## src/rtl/esd_pkg.sv

```systemverilog
// Package for the escape sequence decoder: decode modes, the queued run
// record, queue status, character codes and the hex and octal digit helpers.
// No dependencies.
package esd_pkg;

    typedef enum logic [2:0] {
        MODE_IDLE = 3'd0,
        MODE_BS   = 3'd1,
        MODE_HEX1 = 3'd2,
        MODE_HEX2 = 3'd3,
        MODE_OCT  = 3'd4
    } mode_t;

    localparam logic [7:0] CH_BSLASH = 8'h5C;
    localparam logic [7:0] CH_X      = 8'h78;
    localparam logic [7:0] CH_V      = 8'h76;
    localparam logic [7:0] CH_0      = 8'h30;
    localparam logic [7:0] CH_7      = 8'h37;
    localparam logic [7:0] CH_9      = 8'h39;
    localparam logic [7:0] CH_LA     = 8'h61;
    localparam logic [7:0] CH_LF     = 8'h66;
    localparam logic [7:0] CH_UA     = 8'h41;
    localparam logic [7:0] CH_UF     = 8'h46;

    // Marks a byte that is not a hex digit (value 16)
    localparam logic [4:0] HEX_NONE  = 5'd16;

    // One decoded run: up to three result bytes caused by a single input
    typedef struct packed {
        logic [1:0]      count;
        logic [2:0][7:0] data;
        logic            mark_valid;
        logic            buf_end;
    } run_t;

    typedef struct packed {
        logic full;
        logic empty;
    } q_status_t;

    function automatic logic [4:0] hex_value(input logic [7:0] c);
        logic [4:0] v;
        if (c >= CH_0 && c <= CH_9) begin
            v = 5'(c - CH_0);
        end else if (c >= CH_LA && c <= CH_LF) begin
            v = 5'(c - CH_LA + 8'd10);
        end else if (c >= CH_UA && c <= CH_UF) begin
            v = 5'(c - CH_UA + 8'd10);
        end else begin
            v = HEX_NONE;
        end
        return v;
    endfunction

    function automatic logic is_octal(input logic [7:0] c);
        return (c >= CH_0) && (c <= CH_7);
    endfunction

endpackage

```

## src/rtl/esd_front.sv

```systemverilog
// Front end of the escape sequence decoder: accepts raw bytes, tracks the
// escape state and classifies each byte into a run of results.
// Depends on esd_pkg.
module esd_front (
    input  logic               aclk,
    input  logic               aresetn,
    input  logic               s_tvalid,
    output logic               s_tready,
    input  logic [7:0]         s_tdata,   // [7:0] in_byte
    input  logic               s_tlast,   // buffer_end
    input  esd_pkg::q_status_t q_stat,
    output logic               push,
    output esd_pkg::run_t      entry
);

    esd_pkg::mode_t mode_reg, mode_next;
    logic [7:0]     held_hex_reg, held_hex_next;
    logic [2:0]     held_oct_reg, held_oct_next;
    logic           accept;
    logic [4:0]     v1, v2;
    logic [7:0]     b;
    logic           e;

    assign s_tready = !q_stat.full;
    assign accept   = s_tvalid && s_tready;
    assign b        = s_tdata;
    assign e        = s_tlast;
    assign v1       = esd_pkg::hex_value(held_hex_reg);
    assign v2       = esd_pkg::hex_value(b);

    always_ff @(posedge aclk) begin
        if (!aresetn) begin
            mode_reg     <= esd_pkg::MODE_IDLE;
            held_hex_reg <= 8'd0;
            held_oct_reg <= 3'd0;
        end else if (accept) begin
            mode_reg     <= mode_next;
            held_hex_reg <= held_hex_next;
            held_oct_reg <= held_oct_next;
        end
    end

    always_comb begin
        mode_next        = esd_pkg::MODE_IDLE;
        held_hex_next    = held_hex_reg;
        held_oct_next    = held_oct_reg;
        entry            = '0;
        entry.mark_valid = 1'b1;
        entry.buf_end    = e;

        unique case (mode_reg)
            esd_pkg::MODE_BS: begin
                if (b == esd_pkg::CH_X) begin
                    if (e) begin
                        entry.count   = 2'd2;
                        entry.data[0] = esd_pkg::CH_BSLASH;
                        entry.data[1] = esd_pkg::CH_X;
                    end else begin
                        mode_next = esd_pkg::MODE_HEX1;
                    end
                end else if (b == esd_pkg::CH_V) begin
                    entry.count = 2'd0;
                end else if (esd_pkg::is_octal(b)) begin
                    if (e) begin
                        entry.count   = 2'd1;
                        entry.data[0] = {5'd0, b[2:0]};
                    end else begin
                        held_oct_next = b[2:0];
                        mode_next     = esd_pkg::MODE_OCT;
                    end
                end else begin
                    entry.count   = 2'd2;
                    entry.data[0] = esd_pkg::CH_BSLASH;
                    entry.data[1] = b;
                end
            end
            esd_pkg::MODE_HEX1: begin
                if (e) begin
                    entry.count   = 2'd3;
                    entry.data[0] = esd_pkg::CH_BSLASH;
                    entry.data[1] = esd_pkg::CH_X;
                    entry.data[2] = b;
                end else begin
                    held_hex_next = b;
                    mode_next     = esd_pkg::MODE_HEX2;
                end
            end
            esd_pkg::MODE_HEX2: begin
                entry.count = 2'd1;
                if (v1 == esd_pkg::HEX_NONE) begin
                    entry.data[0] = 8'd0;
                end else if (v2 == esd_pkg::HEX_NONE) begin
                    entry.data[0] = {4'd0, v1[3:0]};
                end else begin
                    entry.data[0] = {v1[3:0], v2[3:0]};
                end
            end
            esd_pkg::MODE_OCT: begin
                if (esd_pkg::is_octal(b)) begin
                    entry.count   = 2'd1;
                    entry.data[0] = {2'd0, held_oct_reg, b[2:0]};
                end else begin
                    // held digit goes out first, then the byte as if idle
                    entry.data[0] = {5'd0, held_oct_reg};
                    if (b == esd_pkg::CH_BSLASH && !e) begin
                        entry.count = 2'd1;
                        mode_next   = esd_pkg::MODE_BS;
                    end else begin
                        entry.count   = 2'd2;
                        entry.data[1] = b;
                    end
                end
            end
            default: begin
                if (b == esd_pkg::CH_BSLASH && !e) begin
                    mode_next = esd_pkg::MODE_BS;
                end else begin
                    entry.count   = 2'd1;
                    entry.data[0] = b;
                end
            end
        endcase

        if (e) begin
            mode_next = esd_pkg::MODE_IDLE;
            // buffer end with nothing to show: bare end marker
            if (entry.count == 2'd0) begin
                entry.count      = 2'd1;
                entry.data       = '0;
                entry.mark_valid = 1'b0;
            end
        end
    end

    assign push = accept && (entry.count != 2'd0);

`ifndef ASSERT_OFF
    a_end_idle: assert property (@(posedge aclk) disable iff (!aresetn)
        accept && s_tlast |=> mode_reg == esd_pkg::MODE_IDLE)
        else $error("mode not idle after buffer end");
`endif

endmodule

```

## src/rtl/esd_queue.sv

```systemverilog
// Short run queue between the decoder front end and the output sequencer.
// Depends on esd_pkg.
module esd_queue #(
    parameter int DEPTH = 4
) (
    input  logic               aclk,
    input  logic               aresetn,
    input  logic               push,
    input  esd_pkg::run_t      wdata,
    input  logic               pop,
    output esd_pkg::run_t      rdata,
    output esd_pkg::q_status_t status
);

    localparam int PW = (DEPTH > 1) ? $clog2(DEPTH) : 1;
    localparam int CW = $clog2(DEPTH + 1);

    esd_pkg::run_t mem [DEPTH];
    logic [PW-1:0] wr_ptr_reg, rd_ptr_reg;
    logic [CW-1:0] count_reg;

    assign status.full  = (count_reg == CW'(DEPTH));
    assign status.empty = (count_reg == '0);
    assign rdata        = mem[rd_ptr_reg];

    always_ff @(posedge aclk) begin
        if (push) begin
            mem[wr_ptr_reg] <= wdata;
        end
    end

    always_ff @(posedge aclk) begin
        if (!aresetn) begin
            wr_ptr_reg <= '0;
            rd_ptr_reg <= '0;
            count_reg  <= '0;
        end else begin
            if (push) begin
                wr_ptr_reg <= (wr_ptr_reg == PW'(DEPTH - 1)) ? '0 : wr_ptr_reg + 1'b1;
            end
            if (pop) begin
                rd_ptr_reg <= (rd_ptr_reg == PW'(DEPTH - 1)) ? '0 : rd_ptr_reg + 1'b1;
            end
            if (push && !pop) begin
                count_reg <= count_reg + 1'b1;
            end else if (pop && !push) begin
                count_reg <= count_reg - 1'b1;
            end
        end
    end

`ifndef ASSERT_OFF
    a_no_overflow: assert property (@(posedge aclk) disable iff (!aresetn)
        push |-> !status.full)
        else $error("push into full queue");
    a_no_underflow: assert property (@(posedge aclk) disable iff (!aresetn)
        pop |-> !status.empty)
        else $error("pop from empty queue");
    a_count_range: assert property (@(posedge aclk) disable iff (!aresetn)
        count_reg <= CW'(DEPTH))
        else $error("queue count beyond depth");
`endif

endmodule

```

## src/rtl/esd_back.sv

```systemverilog
// Output sequencer: takes runs from the queue and emits their results one
// transfer at a time. Depends on esd_pkg.
module esd_back (
    input  logic               aclk,
    input  logic               aresetn,
    input  esd_pkg::run_t      rdata,
    input  esd_pkg::q_status_t q_stat,
    output logic               pop,
    output logic               m_tvalid,
    input  logic               m_tready,
    output logic [7:0]         m_tdata,   // [7:0] out_byte
    output logic [1:0]         m_tuser,   // [0] byte_valid, [1] decoded_end
    output logic               m_tlast    // run_last
);

    esd_pkg::run_t cur_reg;
    logic          busy_reg, busy_next;
    logic [1:0]    idx_reg, idx_next;
    logic          advance, last, done, load;

    assign last    = (idx_reg == cur_reg.count - 2'd1);
    assign advance = busy_reg && m_tready;
    assign done    = advance && last;
    assign load    = (!busy_reg || done) && !q_stat.empty;
    assign pop     = load;

    always_comb begin
        busy_next = busy_reg;
        idx_next  = idx_reg;
        if (load) begin
            busy_next = 1'b1;
            idx_next  = 2'd0;
        end else if (done) begin
            busy_next = 1'b0;
        end else if (advance) begin
            idx_next = idx_reg + 2'd1;
        end
    end

    always_ff @(posedge aclk) begin
        if (!aresetn) begin
            busy_reg <= 1'b0;
            idx_reg  <= 2'd0;
        end else begin
            busy_reg <= busy_next;
            idx_reg  <= idx_next;
        end
    end

    always_ff @(posedge aclk) begin
        if (load) begin
            cur_reg <= rdata;
        end
    end

    always_comb begin
        case (idx_reg)
            2'd0:    m_tdata = cur_reg.data[0];
            2'd1:    m_tdata = cur_reg.data[1];
            default: m_tdata = cur_reg.data[2];
        endcase
    end

    assign m_tvalid   = busy_reg;
    assign m_tlast    = last;
    assign m_tuser[0] = cur_reg.mark_valid;
    assign m_tuser[1] = last && cur_reg.buf_end;

`ifndef ASSERT_OFF
    a_hold: assert property (@(posedge aclk) disable iff (!aresetn)
        m_tvalid && !m_tready |=> m_tvalid && $stable(idx_reg))
        else $error("result index moved while stalled");
    a_idx_range: assert property (@(posedge aclk) disable iff (!aresetn)
        busy_reg |-> idx_reg < cur_reg.count)
        else $error("result index past run length");
`endif

endmodule

```

## src/rtl/escape_sequence_decoder.sv

```systemverilog
// Top level of the backslash escape decoder: front end, run queue and
// output sequencer. Depends on esd_pkg, esd_front, esd_queue, esd_back.
//
//  channel | dir | tdata        | tuser                         | tlast
//  s_      | in  | [7:0] byte   | -                             | buffer end
//  m_      | out | [7:0] byte   | [0] byte_valid [1] decoded_end | run last
//
// One input byte is taken per cycle while the run queue has room.
// A byte that decodes to n results yields n transfers, and results go out at
// one per cycle while m_tready is high; escape prefixes give none.
// Each result passes through the queue, then the output register.
// Reset (aresetn low, synchronous) returns the decoder to idle and empties
// the queue. Output stalls back up into the queue, then into s_tready.
module escape_sequence_decoder #(
    parameter int QUEUE_DEPTH = 4
) (
    input  logic       aclk,
    input  logic       aresetn,
    input  logic       s_tvalid,
    output logic       s_tready,
    input  logic [7:0] s_tdata,    // [7:0] in_byte
    input  logic       s_tlast,    // buffer_end
    output logic       m_tvalid,
    input  logic       m_tready,
    output logic [7:0] m_tdata,    // [7:0] out_byte
    output logic [1:0] m_tuser,    // [0] byte_valid, [1] decoded_end
    output logic       m_tlast     // run_last
);

    esd_pkg::q_status_t q_stat;
    esd_pkg::run_t      wr_entry, rd_entry;
    logic               push, pop;

    esd_front u_front (
        .aclk     (aclk),
        .aresetn  (aresetn),
        .s_tvalid (s_tvalid),
        .s_tready (s_tready),
        .s_tdata  (s_tdata),
        .s_tlast  (s_tlast),
        .q_stat   (q_stat),
        .push     (push),
        .entry    (wr_entry)
    );

    esd_queue #(
        .DEPTH (QUEUE_DEPTH)
    ) u_queue (
        .aclk    (aclk),
        .aresetn (aresetn),
        .push    (push),
        .wdata   (wr_entry),
        .pop     (pop),
        .rdata   (rd_entry),
        .status  (q_stat)
    );

    esd_back u_back (
        .aclk     (aclk),
        .aresetn  (aresetn),
        .rdata    (rd_entry),
        .q_stat   (q_stat),
        .pop      (pop),
        .m_tvalid (m_tvalid),
        .m_tready (m_tready),
        .m_tdata  (m_tdata),
        .m_tuser  (m_tuser),
        .m_tlast  (m_tlast)
    );

endmodule
```

## config.mk

```make
export PLATFORM = sky130hd
export DESIGN_NAME = escape_sequence_decoder
export DESIGN_NICKNAME = d
export VERILOG_FILES = /design/src/rtl/esd_pkg.sv /design/src/rtl/esd_front.sv /design/src/rtl/esd_queue.sv /design/src/rtl/esd_back.sv /design/src/rtl/escape_sequence_decoder.sv
export SDC_FILE = /design/constraint.sdc
export NUM_CORES = 1
export LEC_CHECK = 0
export ABC_AREA = 1
export BUFFER_PORTS_ARGS = -buffer_cell sky130_fd_sc_hd__buf_2
export CAP_MARGIN = 20
export CELL_PAD_IN_SITES_DETAIL_PLACEMENT = 1
export CELL_PAD_IN_SITES_GLOBAL_PLACEMENT = 1
export CORE_UTILIZATION = 40
export CTS_BUF_LIST = sky130_fd_sc_hd__clkbuf_16
export DETAILED_ROUTE_END_ITERATION = 8
export PLACE_DENSITY_LB_ADDON = 0.1
export SYNTH_ARGS = -nofsm -noshare
export SYNTH_HDL_FRONTEND = slang
export SYNTH_SLANG_ARGS = --single-unit
export TNS_END_PERCENT = 30
```

## constraint.sdc

```tcl
create_clock -name aclk -period 4.6 [get_ports aclk]
set_input_delay 0.46 -clock aclk [delete_from_list [all_inputs] [get_ports aclk]]
set_output_delay 0.46 -clock aclk [all_outputs]
set_load 0.02 [all_outputs]
```

==> metrics.txt <==
status complete, no violations; Port Buffers 25; DR vias slightly above 5,000; Least-Margin Pin Slew 0.991 ns; vias per cell about 5.4; Final Critical Period a little under 3 ns; synth warn 0; Syn Nets 722; max cap viols 0; EDFF count, synth between 100 and 150; Critical Path End Type flop; Setup TNS Final 0 ns; nets@finish 748; Largest register FFs 112; Synth top area share 0.576; die height ~140 um; Tot GR Track Use 0.211; setup bufs post-CTS 0; most frequent cells in the layout edfxtp_1 (140), nor2_1 (97), nand2_1 (95); Avg Cell Area, Syn 10.6 sq um; Max-Slew Margin vs Limit 0.339; multi-input logic area approximately 2300 sq um; I/O pin cnt 26; CP arrival roughly 3.3 ns; TritonCTS Buffers 17; routed wl met2 approximately 9100 um; core area around 18,000 sq um; Filler cells roughly 2,000; period utilization 0.648; per-cell routed wire length approximately 19 um; Post-Layout Cell Count 960; Final Cell Area roughly 8200 sq um; DP Area 7680 sq um; DP Cell Count about 930; DR top layer met4; grt ovf 0; post-synthesis cell count 692; VDD IR max about 280 uV; register bit total from synthesis about 160; critical path class flop to flop; CTS root buf clkbuf_16; vias in the first global route between 5,000 and 6,000; Final ANT Viol Nets 0; Die Area 18,800 sq um; crit-path max FO 31; top post-synthesis cells by area edfxtp_1 (58%), dfxtp_1 (6.6%), o21ai_0 (5.8%), nor2_1 (5.2%), nand2_1 (4.9%); synthesized cell area 7300 sq um; FF/Latch Area 4680 sq um; final hold vios 0; met3 wire len 501 um; PwrDens 539 nW/um^2; Top FF cell, synth edfxtp_1; share of cells above drive strength 1 0.127; PostCTS Resize Cnt 0; Longest Clk Path Bufs 2; detailed placement HPWL roughly 12,000 um; H-tree depth 4; largest net degree at the start of global routing 60; Sink Count roughly 160; Worst Clk Skew about 0.01 ns; first-pass GRT wire length approximately 29,000 um; Slew Viols, Final 0; Util after Layout 0.460; Initial Util 0.408; Register-to-Register Path Depth 14; drt initial violations a little under 300; # setup viols final 0; hold_buf cts 0; die width 137 um; Worst setup SP type flop; later-pin clock latency in the skew report 0.42 ns; FFs w/ async S/R, synth 0; DRT Pass-1 Iters 4; ant diodes 0; Required @ worst endpoint roughly 5 ns; commonest non-fill, non-tap cell in the layout edfxtp_1; antenna violations before repair 0; DR DRC count 0; unrepaired setup endpoints after global routing no; worst hold stages 3; RePlAce Congestion roughly 0.89; Leak 0.00314 uW; synth unique cells 36; Max Fclk 335 MHz; Reg clk slew, reported paths approximately 0.06 ns; worst hold path type primary input to flop; area grow syn2layout 12.8%; WL final ~19,000 um; post-synth top area cell edfxtp_1; sequential share of the synthesized area 0.641; TritonCTS clock tree done; FP Rows 49; Routed met1 length roughly 8800 um
==> cells in the mapped netlist, types with 2 or more instances <==
library cell and number:
nor3_1 2, o21ai_1 2, inv_1 57, nand2_1 95
nand3b_1 2, buf_2 2, edfxtp_1 140, a22oi_1 9
a21oi_1 33, o21ai_0 85, inv_2 4, buf_4 2
nor2_2 2, nand3_1 27, nand3_2 5, ha_1 16
nand2_2 9, clkbuf_1 22, nor2_1 102, dfxtp_1 24
nand4_1 9, nor2_4 2, o22ai_1 28
==> worst paths after layout <==
kind	start	to	slack, ns
max	u_back.cur_reg[27]	u_queue.count_reg[2]	1.62
min	s_tdata[7]	u_front.held_hex_reg[7]	0.40
max reg2reg	u_back.cur_reg[27]	u_queue.count_reg[2]	1.62
min reg2reg	u_front.held_hex_reg[6]	u_front.held_hex_reg[6]	0.48
==> report_power, final <==
part / switching, uW / total [uW] / internal, uW
registers: 81.6 / 2040 / 1960
clock network: 546 / 1320 / 775
logic: 778 / 1080 / 303
total: 1410 / 4440 / 3040
==> cells by family after synthesis <==
logic type	Yosys count	share of synthesized area
AND/OR/NAND/NOR	259	0.158
flip-flops	164	0.641
buffers and inverters	88	0.0468
AO/OA/AOI/OAI	162	0.121
adder cells (fa/ha/maj)	17	0.0302
XOR/XNOR	2	0.00240
==> cell type report <==
cell class              count  area share
repair buffers             33      0.0225
well taps                 229      0.0348
flip-flops and latches    164       0.568
inverters                  62      0.0284
clock inverters            12     0.00729
multi-input cells         440       0.278
clock buffers              20      0.0607
==> stage by stage <==
step	hold WS [ns]	total power (uW)	worst slack (ns)
6_report	0.404	4440	1.62
5_1_grt	0.400	4680	1.29
4_1_cts	0.388	4510	1.56
3_5_place_dp	0.477	3180	1.47
3_3_place_gp	0.459	3140	1.55
2_1_floorplan	0.444	2780	1.15
==> layer usage <==
layer  global-route usage  vias to the layer above
met5                    0                        -
met4               0.0684                        0
met3               0.0322                       13
met2                0.351                       81
met1                0.281                     2572
li1                     -                     2477
==> worst max-delay path: stages (launching register included) <==
cell      delay [ns]
edfxtp_1        0.38
xnor2_1         0.14
o21ai_0         0.38
nand2_1         0.16
nand2_1         0.13
nor2_2          0.04
buf_4           0.28
inv_1           0.22
ha_1            0.18
inv_1           0.07
fa_1            0.39
a21oi_1         0.15
o21ai_0         0.12
o21ai_0         0.17
a21oi_1         0.06
(Power assumes the default switching activity.)
